### src/rtl/ckhb_pkg.sv
// Shared types, constants and the hash table of the canonical k-mer binner.
// No dependencies; every other file imports this package.

package ckhb_pkg;

   // window geometry
   localparam int MAX_KMER_LENGTH = 64;
   localparam int KLEN_W          = 7;
   localparam int WORD_W          = 64;
   localparam int WIN_W           = 2 * MAX_KMER_LENGTH;
   localparam int WORD_BASES      = WORD_W / 2;
   localparam int WORD_BYTES      = WORD_W / 8;
   localparam int SHIFT_W         = 8;
   localparam int STEP_W          = 5;
   localparam logic [KLEN_W-1:0] KLEN_RESET = KLEN_W'(31);

   // configuration port
   localparam int CSR_ADDR_W = 3;
   localparam int CSR_DATA_W = 32;
   localparam int CSR_IDX_LSB = 2;
   localparam logic REG_KMER_LENGTH = 1'b0;

   // request queue
   localparam int QDEPTH = 4;
   localparam int QPTR_W = $clog2(QDEPTH);

   // 2-bit base codes
   localparam logic [1:0] BASE_A = 2'd0;
   localparam logic [1:0] BASE_C = 2'd1;
   localparam logic [1:0] BASE_G = 2'd2;
   localparam logic [1:0] BASE_T = 2'd3;

   // one queued window: masked forward strand, reverse complement, long flag
   typedef struct packed {
      logic [WIN_W-1:0] fwd_win;
      logic [WIN_W-1:0] rev_win;
      logic             long_k;
   } ckhb_entry_type;

   localparam logic [7:0] PEARSON_TABLE [256] = '{
      8'd105, 8'd193, 8'd195, 8'd26,  8'd208, 8'd80,  8'd38,  8'd156,
      8'd128, 8'd2,   8'd101, 8'd205, 8'd75,  8'd116, 8'd139, 8'd61,
      8'd197, 8'd120, 8'd244, 8'd51,  8'd185, 8'd132, 8'd55,  8'd150,
      8'd177, 8'd241, 8'd103, 8'd196, 8'd13,  8'd237, 8'd136, 8'd24,
      8'd211, 8'd56,  8'd207, 8'd9,   8'd30,  8'd145, 8'd18,  8'd167,
      8'd108, 8'd32,  8'd106, 8'd151, 8'd3,   8'd54,  8'd248, 8'd65,
      8'd17,  8'd198, 8'd85,  8'd95,  8'd29,  8'd83,  8'd4,   8'd206,
      8'd188, 8'd186, 8'd107, 8'd255, 8'd129, 8'd35,  8'd142, 8'd91,
      8'd203, 8'd158, 8'd74,  8'd138, 8'd162, 8'd135, 8'd102, 8'd114,
      8'd81,  8'd170, 8'd10,  8'd19,  8'd215, 8'd57,  8'd214, 8'd70,
      8'd37,  8'd163, 8'd231, 8'd227, 8'd152, 8'd14,  8'd40,  8'd84,
      8'd68,  8'd252, 8'd0,   8'd66,  8'd121, 8'd127, 8'd223, 8'd78,
      8'd201, 8'd34,  8'd225, 8'd240, 8'd124, 8'd191, 8'd12,  8'd42,
      8'd92,  8'd209, 8'd1,   8'd31,  8'd130, 8'd100, 8'd28,  8'd224,
      8'd161, 8'd249, 8'd110, 8'd77,  8'd87,  8'd144, 8'd181, 8'd21,
      8'd86,  8'd58,  8'd174, 8'd113, 8'd194, 8'd147, 8'd242, 8'd50,
      8'd59,  8'd48,  8'd250, 8'd88,  8'd184, 8'd245, 8'd45,  8'd44,
      8'd148, 8'd73,  8'd154, 8'd230, 8'd149, 8'd89,  8'd118, 8'd119,
      8'd79,  8'd229, 8'd239, 8'd117, 8'd189, 8'd179, 8'd254, 8'd155,
      8'd20,  8'd176, 8'd157, 8'd212, 8'd36,  8'd123, 8'd234, 8'd46,
      8'd159, 8'd202, 8'd171, 8'd67,  8'd93,  8'd62,  8'd47,  8'd164,
      8'd247, 8'd15,  8'd137, 8'd235, 8'd216, 8'd160, 8'd200, 8'd133,
      8'd140, 8'd172, 8'd192, 8'd221, 8'd131, 8'd111, 8'd218, 8'd210,
      8'd153, 8'd219, 8'd41,  8'd72,  8'd63,  8'd183, 8'd39,  8'd8,
      8'd98,  8'd168, 8'd52,  8'd213, 8'd175, 8'd134, 8'd115, 8'd90,
      8'd82,  8'd16,  8'd226, 8'd220, 8'd251, 8'd69,  8'd243, 8'd233,
      8'd180, 8'd5,   8'd99,  8'd60,  8'd7,   8'd204, 8'd112, 8'd253,
      8'd182, 8'd109, 8'd25,  8'd53,  8'd94,  8'd187, 8'd190, 8'd178,
      8'd97,  8'd49,  8'd126, 8'd6,   8'd64,  8'd143, 8'd169, 8'd173,
      8'd43,  8'd199, 8'd33,  8'd96,  8'd76,  8'd11,  8'd236, 8'd23,
      8'd166, 8'd104, 8'd141, 8'd246, 8'd125, 8'd217, 8'd122, 8'd238,
      8'd27,  8'd22,  8'd228, 8'd146, 8'd165, 8'd71,  8'd232, 8'd222
   };

   // ASCII nucleotide to 2-bit code; anything unknown reads as A
   function automatic logic [1:0] base_code(input logic [7:0] ch);
      logic [1:0] code;
      unique case (ch)
         "C", "c": code = BASE_C;
         "G", "g": code = BASE_G;
         "T", "t": code = BASE_T;
         default:  code = BASE_A;
      endcase
      return code;
   endfunction

endpackage

### src/rtl/ckhb_chan_if.sv
// Request and response channel interfaces of the k-mer binner.
// Depends on ckhb_pkg for field widths.

interface ckhb_req_if import ckhb_pkg::*; ();
   logic       valid;
   logic       ready;
   logic [7:0] base_char;
   logic       sequence_start;

   modport source (output valid, base_char, sequence_start, input ready);
   modport sink   (input valid, base_char, sequence_start, output ready);
endinterface

interface ckhb_rsp_if import ckhb_pkg::*; ();
   logic              valid;
   logic              ready;
   logic [WORD_W-1:0] kmer_high;
   logic [WORD_W-1:0] kmer_low;
   logic [7:0]        bin;
   logic              reverse_chosen;

   modport source (output valid, kmer_high, kmer_low, bin, reverse_chosen, input ready);
   modport sink   (input valid, kmer_high, kmer_low, bin, reverse_chosen, output ready);
endinterface

### src/rtl/ckhb_front.sv
// Front end: takes requests, rolls the forward and reverse-complement
// history, and queues each full window. Depends on ckhb_pkg, ckhb_req_if.

module ckhb_front import ckhb_pkg::*; (
   input  logic              clock,
   input  logic              reset,
   input  logic [KLEN_W-1:0] kmer_length,
   ckhb_req_if.sink          req_ch,
   output logic              push_valid,
   input  logic              push_ready,
   output ckhb_entry_type    push_entry
);

   logic [WIN_W-1:0]   fwd_ff, fwd_in;
   logic [WIN_W-1:0]   rev_ff, rev_in;
   logic [KLEN_W-1:0]  cnt_ff, cnt_in;
   logic [WIN_W-1:0]   fwd_base, rev_base;
   logic [KLEN_W-1:0]  cnt_base;
   logic [KLEN_W-1:0]  k_eff;
   logic [SHIFT_W-1:0] shamt;
   logic [WIN_W-1:0]   win_mask;
   logic [1:0]         code;
   logic               accept;

   // clamp the window length into 1..MAX
   always_comb begin
      if (kmer_length == '0) begin
         k_eff = KLEN_W'(1);
      end else if (kmer_length > KLEN_W'(MAX_KMER_LENGTH)) begin
         k_eff = KLEN_W'(MAX_KMER_LENGTH);
      end else begin
         k_eff = kmer_length;
      end
   end

   assign req_ch.ready = push_ready;
   assign accept       = req_ch.valid && push_ready;
   assign code         = base_code(req_ch.base_char);

   // history update; a sequence start drops the old bases first
   // (zeros forward, complement of A i.e. all ones in reverse)
   always_comb begin
      fwd_base = req_ch.sequence_start ? '0 : fwd_ff;
      rev_base = req_ch.sequence_start ? '1 : rev_ff;
      cnt_base = req_ch.sequence_start ? '0 : cnt_ff;
      fwd_in   = {fwd_base[WIN_W-3:0], code};
      rev_in   = {~code, rev_base[WIN_W-1:2]};
      cnt_in   = (cnt_base < KLEN_W'(MAX_KMER_LENGTH)) ? cnt_base + KLEN_W'(1) : cnt_base;
   end

   // window extraction: mask the forward strand, align the reverse one
   assign shamt    = SHIFT_W'(WIN_W) - {1'b0, k_eff} - {1'b0, k_eff};
   assign win_mask = {WIN_W{1'b1}} >> shamt;

   always_comb begin
      push_entry.fwd_win = fwd_in & win_mask;
      push_entry.rev_win = rev_in >> shamt;
      push_entry.long_k  = k_eff > KLEN_W'(WORD_BASES);
   end

   assign push_valid = accept && (cnt_in >= k_eff);

   always_ff @(posedge clock) begin
      if (reset) begin
         fwd_ff <= '0;
         rev_ff <= '1;
         cnt_ff <= '0;
      end else if (accept) begin
         fwd_ff <= fwd_in;
         rev_ff <= rev_in;
         cnt_ff <= cnt_in;
      end
   end

endmodule

### src/rtl/ckhb_queue.sv
// Small FIFO of windows between the front and back ends.
// Depends on ckhb_pkg.

module ckhb_queue import ckhb_pkg::*; (
   input  logic           clock,
   input  logic           reset,
   input  logic           push_valid,
   output logic           push_ready,
   input  ckhb_entry_type push_entry,
   output logic           pop_valid,
   input  logic           pop_ready,
   output ckhb_entry_type pop_entry
);

   ckhb_entry_type    mem_ff [QDEPTH];
   logic [QPTR_W-1:0] wr_ptr_ff, rd_ptr_ff;
   logic [QPTR_W:0]   count_ff;
   logic              do_push, do_pop;

   assign push_ready = count_ff != (QPTR_W+1)'(QDEPTH);
   assign pop_valid  = count_ff != '0;
   assign pop_entry  = mem_ff[rd_ptr_ff];
   assign do_push    = push_valid && push_ready;
   assign do_pop     = pop_valid && pop_ready;

   // storage
   always_ff @(posedge clock) begin
      if (do_push) begin
         mem_ff[wr_ptr_ff] <= push_entry;
      end
   end

   // pointers and fill count
   always_ff @(posedge clock) begin
      if (reset) begin
         wr_ptr_ff <= '0;
         rd_ptr_ff <= '0;
         count_ff  <= '0;
      end else begin
         if (do_push) begin
            wr_ptr_ff <= wr_ptr_ff + QPTR_W'(1);
         end
         if (do_pop) begin
            rd_ptr_ff <= rd_ptr_ff + QPTR_W'(1);
         end
         if (do_push && !do_pop) begin
            count_ff <= count_ff + (QPTR_W+1)'(1);
         end else if (do_pop && !do_push) begin
            count_ff <= count_ff - (QPTR_W+1)'(1);
         end
      end
   end

endmodule

### src/rtl/ckhb_back.sv
// Back end: picks the canonical strand and Pearson-hashes it one byte a cycle
// into an output register; the last byte waits until it is free. Depends on ckhb_pkg.

module ckhb_back import ckhb_pkg::*; (
   input  logic           clock,
   input  logic           reset,
   input  logic           pop_valid,
   output logic           pop_ready,
   input  ckhb_entry_type pop_entry,
   ckhb_rsp_if.source     rsp_ch
);

   typedef enum logic [1:0] {
      S_IDLE = 2'b01,
      S_HASH = 2'b10
   } state_type;

   state_type         state_ff, state_in;
   logic [WIN_W-1:0]  data_ff, data_in;
   logic [7:0]        hash_ff, hash_in;
   logic [STEP_W-1:0] steps_ff, steps_in;
   logic [WIN_W-1:0]  canon_ff, canon_in;
   logic              rev_ff, rev_in;
   logic              out_valid_ff, out_valid_in;
   logic [WIN_W-1:0]  out_kmer_ff;
   logic [7:0]        out_bin_ff;
   logic              out_rev_ff;
   logic              out_load;
   logic              out_free;
   logic              rev_sel;
   logic [WIN_W-1:0]  canon;
   logic [7:0]        hash_next;

   // canonical choice; a tie keeps the forward strand
   assign rev_sel   = pop_entry.rev_win < pop_entry.fwd_win;
   assign canon     = rev_sel ? pop_entry.rev_win : pop_entry.fwd_win;
   assign hash_next = PEARSON_TABLE[hash_ff ^ data_ff[WIN_W-1 -: 8]];
   assign out_free  = !out_valid_ff || rsp_ch.ready;
   assign pop_ready = state_ff == S_IDLE;

   // sequencer
   always_comb begin
      state_in = state_ff;
      data_in  = data_ff;
      hash_in  = hash_ff;
      steps_in = steps_ff;
      canon_in = canon_ff;
      rev_in   = rev_ff;
      out_load = 1'b0;
      unique case (state_ff)
         S_IDLE: begin
            if (pop_valid) begin
               canon_in = canon;
               rev_in   = rev_sel;
               hash_in  = '0;
               if (pop_entry.long_k) begin
                  data_in  = canon;
                  steps_in = STEP_W'(2 * WORD_BYTES);
               end else begin
                  data_in  = {canon[WORD_W-1:0], {(WIN_W-WORD_W){1'b0}}};
                  steps_in = STEP_W'(WORD_BYTES);
               end
               state_in = S_HASH;
            end
         end
         S_HASH: begin
            // the last byte waits until the output register frees up
            if (steps_ff != STEP_W'(1) || out_free) begin
               hash_in  = hash_next;
               data_in  = {data_ff[WIN_W-9:0], 8'h00};
               steps_in = steps_ff - STEP_W'(1);
               if (steps_ff == STEP_W'(1)) begin
                  out_load = 1'b1;
                  state_in = S_IDLE;
               end
            end
         end
         default: begin
            state_in = S_IDLE;
         end
      endcase
   end

   assign out_valid_in = out_load ? 1'b1 : (rsp_ch.ready ? 1'b0 : out_valid_ff);

   always_ff @(posedge clock) begin
      if (reset) begin
         state_ff     <= S_IDLE;
         out_valid_ff <= 1'b0;
      end else begin
         state_ff     <= state_in;
         out_valid_ff <= out_valid_in;
      end
   end

   // working and output payload
   always_ff @(posedge clock) begin
      data_ff  <= data_in;
      hash_ff  <= hash_in;
      steps_ff <= steps_in;
      canon_ff <= canon_in;
      rev_ff   <= rev_in;
      if (out_load) begin
         out_kmer_ff <= canon_ff;
         out_bin_ff  <= hash_next;
         out_rev_ff  <= rev_ff;
      end
   end

   assign rsp_ch.valid          = out_valid_ff;
   assign rsp_ch.kmer_high      = out_kmer_ff[WIN_W-1:WORD_W];
   assign rsp_ch.kmer_low       = out_kmer_ff[WORD_W-1:0];
   assign rsp_ch.bin            = out_bin_ff;
   assign rsp_ch.reverse_chosen = out_rev_ff;

endmodule

### src/rtl/canonical_kmer_hash_binner.sv
// Canonical k-mer binner top: k-mer length register, front end, queue, back end.
// Depends on ckhb_pkg, ckhb_chan_if, ckhb_front, ckhb_queue, ckhb_back.
// Requests are taken one per cycle while the 4-deep window queue has room.
// The back end hashes one window at a time, one Pearson byte per cycle (8 bytes for
// k <= 32, 16 for k > 32, the last only once the response register is free), and
// takes the next window from the queue only after the last one is in the response
// register. Synchronous reset clears history, queue and state.

module canonical_kmer_hash_binner import ckhb_pkg::*; (
   input  logic                  clock,
   input  logic                  reset,
   ckhb_req_if.sink              req_ch,
   ckhb_rsp_if.source            rsp_ch,
   input  logic                  psel,
   input  logic                  penable,
   input  logic                  pwrite,
   input  logic [CSR_ADDR_W-1:0] paddr,
   input  logic [CSR_DATA_W-1:0] pwdata,
   output logic [CSR_DATA_W-1:0] prdata,
   output logic                  pready
);

   logic [KLEN_W-1:0] klen_ff;
   logic              push_valid, push_ready;
   logic              pop_valid, pop_ready;
   ckhb_entry_type    push_entry, pop_entry;
   logic              csr_hit;

   // configuration register
   assign pready  = 1'b1;
   assign csr_hit = paddr[CSR_IDX_LSB] == REG_KMER_LENGTH;
   assign prdata  = csr_hit ? CSR_DATA_W'(klen_ff) : '0;

   always_ff @(posedge clock) begin
      if (reset) begin
         klen_ff <= KLEN_RESET;
      end else if (psel && penable && pwrite && csr_hit) begin
         klen_ff <= pwdata[KLEN_W-1:0];
      end
   end

   ckhb_front u_front (
      .clock       (clock),
      .reset       (reset),
      .kmer_length (klen_ff),
      .req_ch      (req_ch),
      .push_valid  (push_valid),
      .push_ready  (push_ready),
      .push_entry  (push_entry)
   );

   ckhb_queue u_queue (
      .clock      (clock),
      .reset      (reset),
      .push_valid (push_valid),
      .push_ready (push_ready),
      .push_entry (push_entry),
      .pop_valid  (pop_valid),
      .pop_ready  (pop_ready),
      .pop_entry  (pop_entry)
   );

   ckhb_back u_back (
      .clock     (clock),
      .reset     (reset),
      .pop_valid (pop_valid),
      .pop_ready (pop_ready),
      .pop_entry (pop_entry),
      .rsp_ch    (rsp_ch)
   );

endmodule

### src/flat_wrapper.sv
// flat-port wrapper written by rule: the top's interface ports become plain ports
module canonical_kmer_hash_binner_flat import ckhb_pkg::*;
  (clock, reset, psel, penable, pwrite, paddr, pwdata, prdata, pready, req_ch_valid, req_ch_base_char, req_ch_sequence_start, req_ch_ready, rsp_ch_valid, rsp_ch_kmer_high, rsp_ch_kmer_low, rsp_ch_bin, rsp_ch_reverse_chosen, rsp_ch_ready);
  ckhb_req_if req_ch_i ();
  ckhb_rsp_if rsp_ch_i ();
  input  logic clock;
  input  logic reset;
  input  logic psel;
  input  logic penable;
  input  logic pwrite;
  input  logic [CSR_ADDR_W-1:0] paddr;
  input  logic [CSR_DATA_W-1:0] pwdata;
  output logic [CSR_DATA_W-1:0] prdata;
  output logic pready;
  input wire logic [$bits(req_ch_i.valid)-1:0] req_ch_valid;
  input wire logic [$bits(req_ch_i.base_char)-1:0] req_ch_base_char;
  input wire logic [$bits(req_ch_i.sequence_start)-1:0] req_ch_sequence_start;
  output wire logic [$bits(req_ch_i.ready)-1:0] req_ch_ready;
  output wire logic [$bits(rsp_ch_i.valid)-1:0] rsp_ch_valid;
  output wire logic [$bits(rsp_ch_i.kmer_high)-1:0] rsp_ch_kmer_high;
  output wire logic [$bits(rsp_ch_i.kmer_low)-1:0] rsp_ch_kmer_low;
  output wire logic [$bits(rsp_ch_i.bin)-1:0] rsp_ch_bin;
  output wire logic [$bits(rsp_ch_i.reverse_chosen)-1:0] rsp_ch_reverse_chosen;
  input wire logic [$bits(rsp_ch_i.ready)-1:0] rsp_ch_ready;
  assign req_ch_i.valid = req_ch_valid;
  assign req_ch_i.base_char = req_ch_base_char;
  assign req_ch_i.sequence_start = req_ch_sequence_start;
  assign req_ch_ready = req_ch_i.ready;
  assign rsp_ch_valid = rsp_ch_i.valid;
  assign rsp_ch_kmer_high = rsp_ch_i.kmer_high;
  assign rsp_ch_kmer_low = rsp_ch_i.kmer_low;
  assign rsp_ch_bin = rsp_ch_i.bin;
  assign rsp_ch_reverse_chosen = rsp_ch_i.reverse_chosen;
  assign rsp_ch_i.ready = rsp_ch_ready;
  canonical_kmer_hash_binner u_core (.clock(clock), .reset(reset), .req_ch(req_ch_i), .rsp_ch(rsp_ch_i), .psel(psel), .penable(penable), .pwrite(pwrite), .paddr(paddr), .pwdata(pwdata), .prdata(prdata), .pready(pready));
endmodule
### config.mk
export PLATFORM = sky130hd
export DESIGN_NAME = canonical_kmer_hash_binner_flat
export DESIGN_NICKNAME = d
export VERILOG_FILES = /design/src/rtl/ckhb_pkg.sv /design/src/rtl/ckhb_chan_if.sv /design/src/rtl/ckhb_front.sv /design/src/rtl/ckhb_queue.sv /design/src/rtl/ckhb_back.sv /design/src/rtl/canonical_kmer_hash_binner.sv /design/src/flat_wrapper.sv
export SDC_FILE = /design/constraint.sdc
export NUM_CORES = 2
export LEC_CHECK = 0
export ABC_CLOCK_PERIOD_IN_PS = 16000
export BUFFER_PORTS_ARGS = -buffer_cell sky130_fd_sc_hd__buf_4
export CORE_MARGIN = 3
export CORE_UTILIZATION = 50
export CTS_BUF_LIST = sky130_fd_sc_hd__clkbuf_16
export DETAILED_ROUTE_END_ITERATION = 6
export PLACE_DENSITY = 0.66
export SLEW_MARGIN = 20
export SYNTH_ARGS = -nofsm -noshare
export SYNTH_HDL_FRONTEND = slang
export SYNTH_HIERARCHICAL = 1
export SYNTH_SLANG_ARGS = --single-unit
### constraint.sdc
create_clock -name clock -period 16 [get_ports clock]
set_clock_uncertainty 0.15 [all_clocks]
set_input_delay 0 -clock clock [delete_from_list [all_inputs] [get_ports clock]]
set_output_delay 0 -clock clock [all_outputs]
set_load 0.05 [all_outputs]
==> impl_metrics.yaml <==
drt:
  via_per_inst: 6.549
  drt_pre_antenna_iters: 6
  drc_errors: 0
  ant_nets: 0
  via_count: 55800
  drt_wl_total_mm: 251.9
  wire_per_inst_um: 29.57
  first_iter_violations: 7897
placed_design:
  dpl.cell_count: 8157
  io_buffers: 168
  place_congestion: 0.9857
  dp_hpwl_mm: 170.4
pwr:
  swShare_pct: 38.03
  clock_power_share_pct: 26.4
  power_mw: 15.46
  combPwrFrac_pct: 36.3
  power.density_mw_per_mm2: 171.6
  ir_worst_vdd_mv: 0.2208
  leakage_nw: 32.16
  p_sw_mw: 5.877
  power_frac_seq_pct: 37.2
  intPower_mw: 9.578
yosys:
  synth.distinct_cells: 109
  mappedNetlistArea_sq_mm: 0.08111
  synthCells: 6180
  yosys_register_bits: 1713
  ys_seq_area_share_pct: 59.99
  synth_edf_count: 1435
  yosysTopAreaCellShare_pct: 53.13
  ys_warn_count: 6
  syn_area_per_cell_sq_um: 13.12
  synth_area_leaders: "edfxtp_1, mux4_2, dfxtp_1, nor2_1, ha_1"
  synth_largest_area_cell: "edfxtp_1"
  async_reset_ff_share_pct: 0
  synth_ff_type: "edfxtp_1"
layout:
  final_common_cell: "edfxtp_1"
  final_cell_mix: "edfxtp_1, nor2_1, a21oi_1"
  final_nets: 6418
  area_delta_synth_final_pct: 11.01
  fin_cells: 8520
  drive_above_1_share_pct: 16.83
  num-fill-cells: 12840
clock_network:
  cts_sinks: 1713
  cts_buffer_depth: 3
  worstSkewPairLatency_ns: 0.83
  postCtsSetupBuffers: 0
  htree_levels: 4
  cts_resized: 0
  clkTransAtPathRegs_ns: 0.06
  cts_buffers: 174
  clockRootBuffer: "clkbuf_16"
  cts_tree: "built"
grt:
  overflow: 0
  grt_pass1_vias: 52010
  track_usage_pct: 29.63
  grt_pass1_wl_mm: 366.3
  antenna_found_initial: 12
  grt_max_degree: 206
timing:
  setup_viol: 0
  period_share_pct: 52.43
  max_freq_mhz: 119.2
  finalCriticalPeriod_ns: 8.389
  rsz0062_at_grt: "false"
  max_slew_margin_pct: 16.14
  setup-tns-final_ns: 0
  slew_viol_final: 0
  tightest_slew_ns: 1.258
  fin_hold_ws_ns: 0.1825
  hold_viol: 0
worst_setup_path:
  worstPathArrival_ns: 8.77
  startpoint_type: "flip-flop"
  slowest_delay_ns: 0.99
  critPathMaxFanout: 128
  path_class: "reg -> reg"
  cp_num_buf_inv: 5
  crit_required_ns: 16.38
  worstPathCellList: "buf_12 -> buf_4 -> mux4_2 -> inv_1 -> ha_1 -> a21oi_1 -> o21ai_0 -> a211oi_1 -> or3_1 -> a311oi_1 -> o211ai_1 -> buf_12 -> and2_4 -> buf_4 -> mux2i_1 -> a211oi_1"
  cp_top_family: "buffers and inverters"
  crit_path_top_delay_cell: "mux2i_1"
  cp-end-kind: "flip-flop"
floorplan:
  dieArea_sq_mm: 0.1671
  core_sq_mm: 0.1609
  die_h_um: 408.8
  die_w_um: 408.8
  start_util_pct: 50.40
  io_pins: 223
  rows: 147
outcome:
  status: "finished, final reports clean"
min_path:
  hold_class: "in -> reg"
run:
  drv_cap: 0
## path summary, 6_finish.rpt
path	cells past startpoint	slack (ns)	from	endpoint
max reg2reg	16	7.61	flip-flop	u_core/u_back/data_ff[64]
min	3	0.18	reset	u_core/u_front/fwd_ff[106]
min reg2reg	0	0.27	u_core/u_back/canon_ff[75]	u_core/u_back/out_kmer_ff[75]
max	16	7.61	flip-flop	u_core/u_back/data_ff[64]
## flip-flops by register name, summed over array words and instances (netlist names), 3 cells and up, named ones only
| name | cells |
|---|---|
| u_core/u_back/rsp_ch.bin | 8 |
| u_core/u_front/rev_ff | 126 |
| u_core/u_back/data_ff | 128 |
| u_core/u_front/cnt_ff | 7 |
| u_core/u_queue/mem_ff | 1028 |
| u_core/u_back/hash_ff | 8 |
| u_core/u_queue/count_ff | 3 |
| u_core/u_back/canon_ff | 128 |
| u_core/u_back/out_kmer_ff | 128 |
| u_core/klen_ff | 7 |
| u_core/u_front/fwd_ff | 126 |
| u_core/u_back/steps_ff | 5 |
## cells by family after synthesis
kind of cell / count (synthesis) / synth area share (%)
flops: 1713 / 59.99
fa+ha+maj: 162 / 2.508
buf+inv: 665 / 4.049
simple gates: 1577 / 9.141
other cells: 2 / 0.009259
compound gates: 1528 / 12.99
xor+xnor: 26 / 0.2807
mux: 507 / 11.03
## power groups by stage
stage                     Combinational, mW  Clock [mW]  Sequential, mW
final                                  5.61        4.09            5.76
after global routing                   5.95        4.32            5.79
after CTS                              5.47        4.15            5.76
after detailed placement               5.44           0            5.85
after global placement                 5.45           0            5.85
after floorplan                        3.66           0            5.77
## Yosys cell counts, types with 24 or more instances
cell type and count:
ha_1 161, nor3b_1 27, a21oi_1 376, nor3_1 169
inv_1 158, o22ai_1 49, buf_1 70, a22oi_1 51
clkbuf_1 268, buf_4 32, o211a_1 26, nor2_1 555
o21bai_1 122, a211oi_1 65, dfxtp_1 278, o21ai_1 68
buf_2 90, o221a_2 57, and3_1 170, nand4_1 24
nand2b_1 26, mux4_2 301, a21o_1 35, o211ai_1 39
nand2_1 334, nand3_1 114, edfxtp_1 1435, a22o_1 67
mux2_2 32, mux2i_1 167, and2_1 77, a31oi_1 86
o21ai_0 222, buf_12 25
## area by class of cell
cell class	instances	area (sq um)	share of cell area (%)
Antenna cell	4	10.01	0.01112
Clock buffer	176	4404	4.891
Clock inverter	151	1405	1.561
Inverter	160	613.1	0.6809
Multi-Input combinational cell	3826	29570	32.84
Sequential cell	1713	48660	54.05
Tap cell	2160	2703	3.001
Timing Repair Buffer	330	2671	2.967
## per-stage QoR
| step | setup WS [ns] | util [%] | cell area [sq um] |
|---|---|---|---|
| after floorplan | 5.699 | - | 81200 |
| after global placement | 7.608 | 52.12 | 83880 |
| after detailed placement | 7.624 | 52.12 | 83880 |
| after CTS | 7.627 | 55.93 | 90010 |
| after global routing | 7.125 | 55.94 | 90030 |
| final | 7.611 | 55.95 | 90040 |
## layer usage
layer	global-route usage, %	part of all wire [%]	vias up
li1	-	-	23950
met1	43.41	40	27950
met2	44.41	45	3395
met3	5.412	11	501
met4	10.86	3.9	4
met5	0	0.010	-
## tightest hold or removal path, cell delays in order
cell	delay (ns)
dlygate4sd3_1	0.55
clkbuf_8	0.29
nor2_1	0.18
## timing repair
item | CTS | global route
endpoints found under the hold margin | 312 | 0
hold buffers | 32 | 0
setup endpoints to repair | 0 | 0
Note: power is estimated with default switching activity, not from simulation.
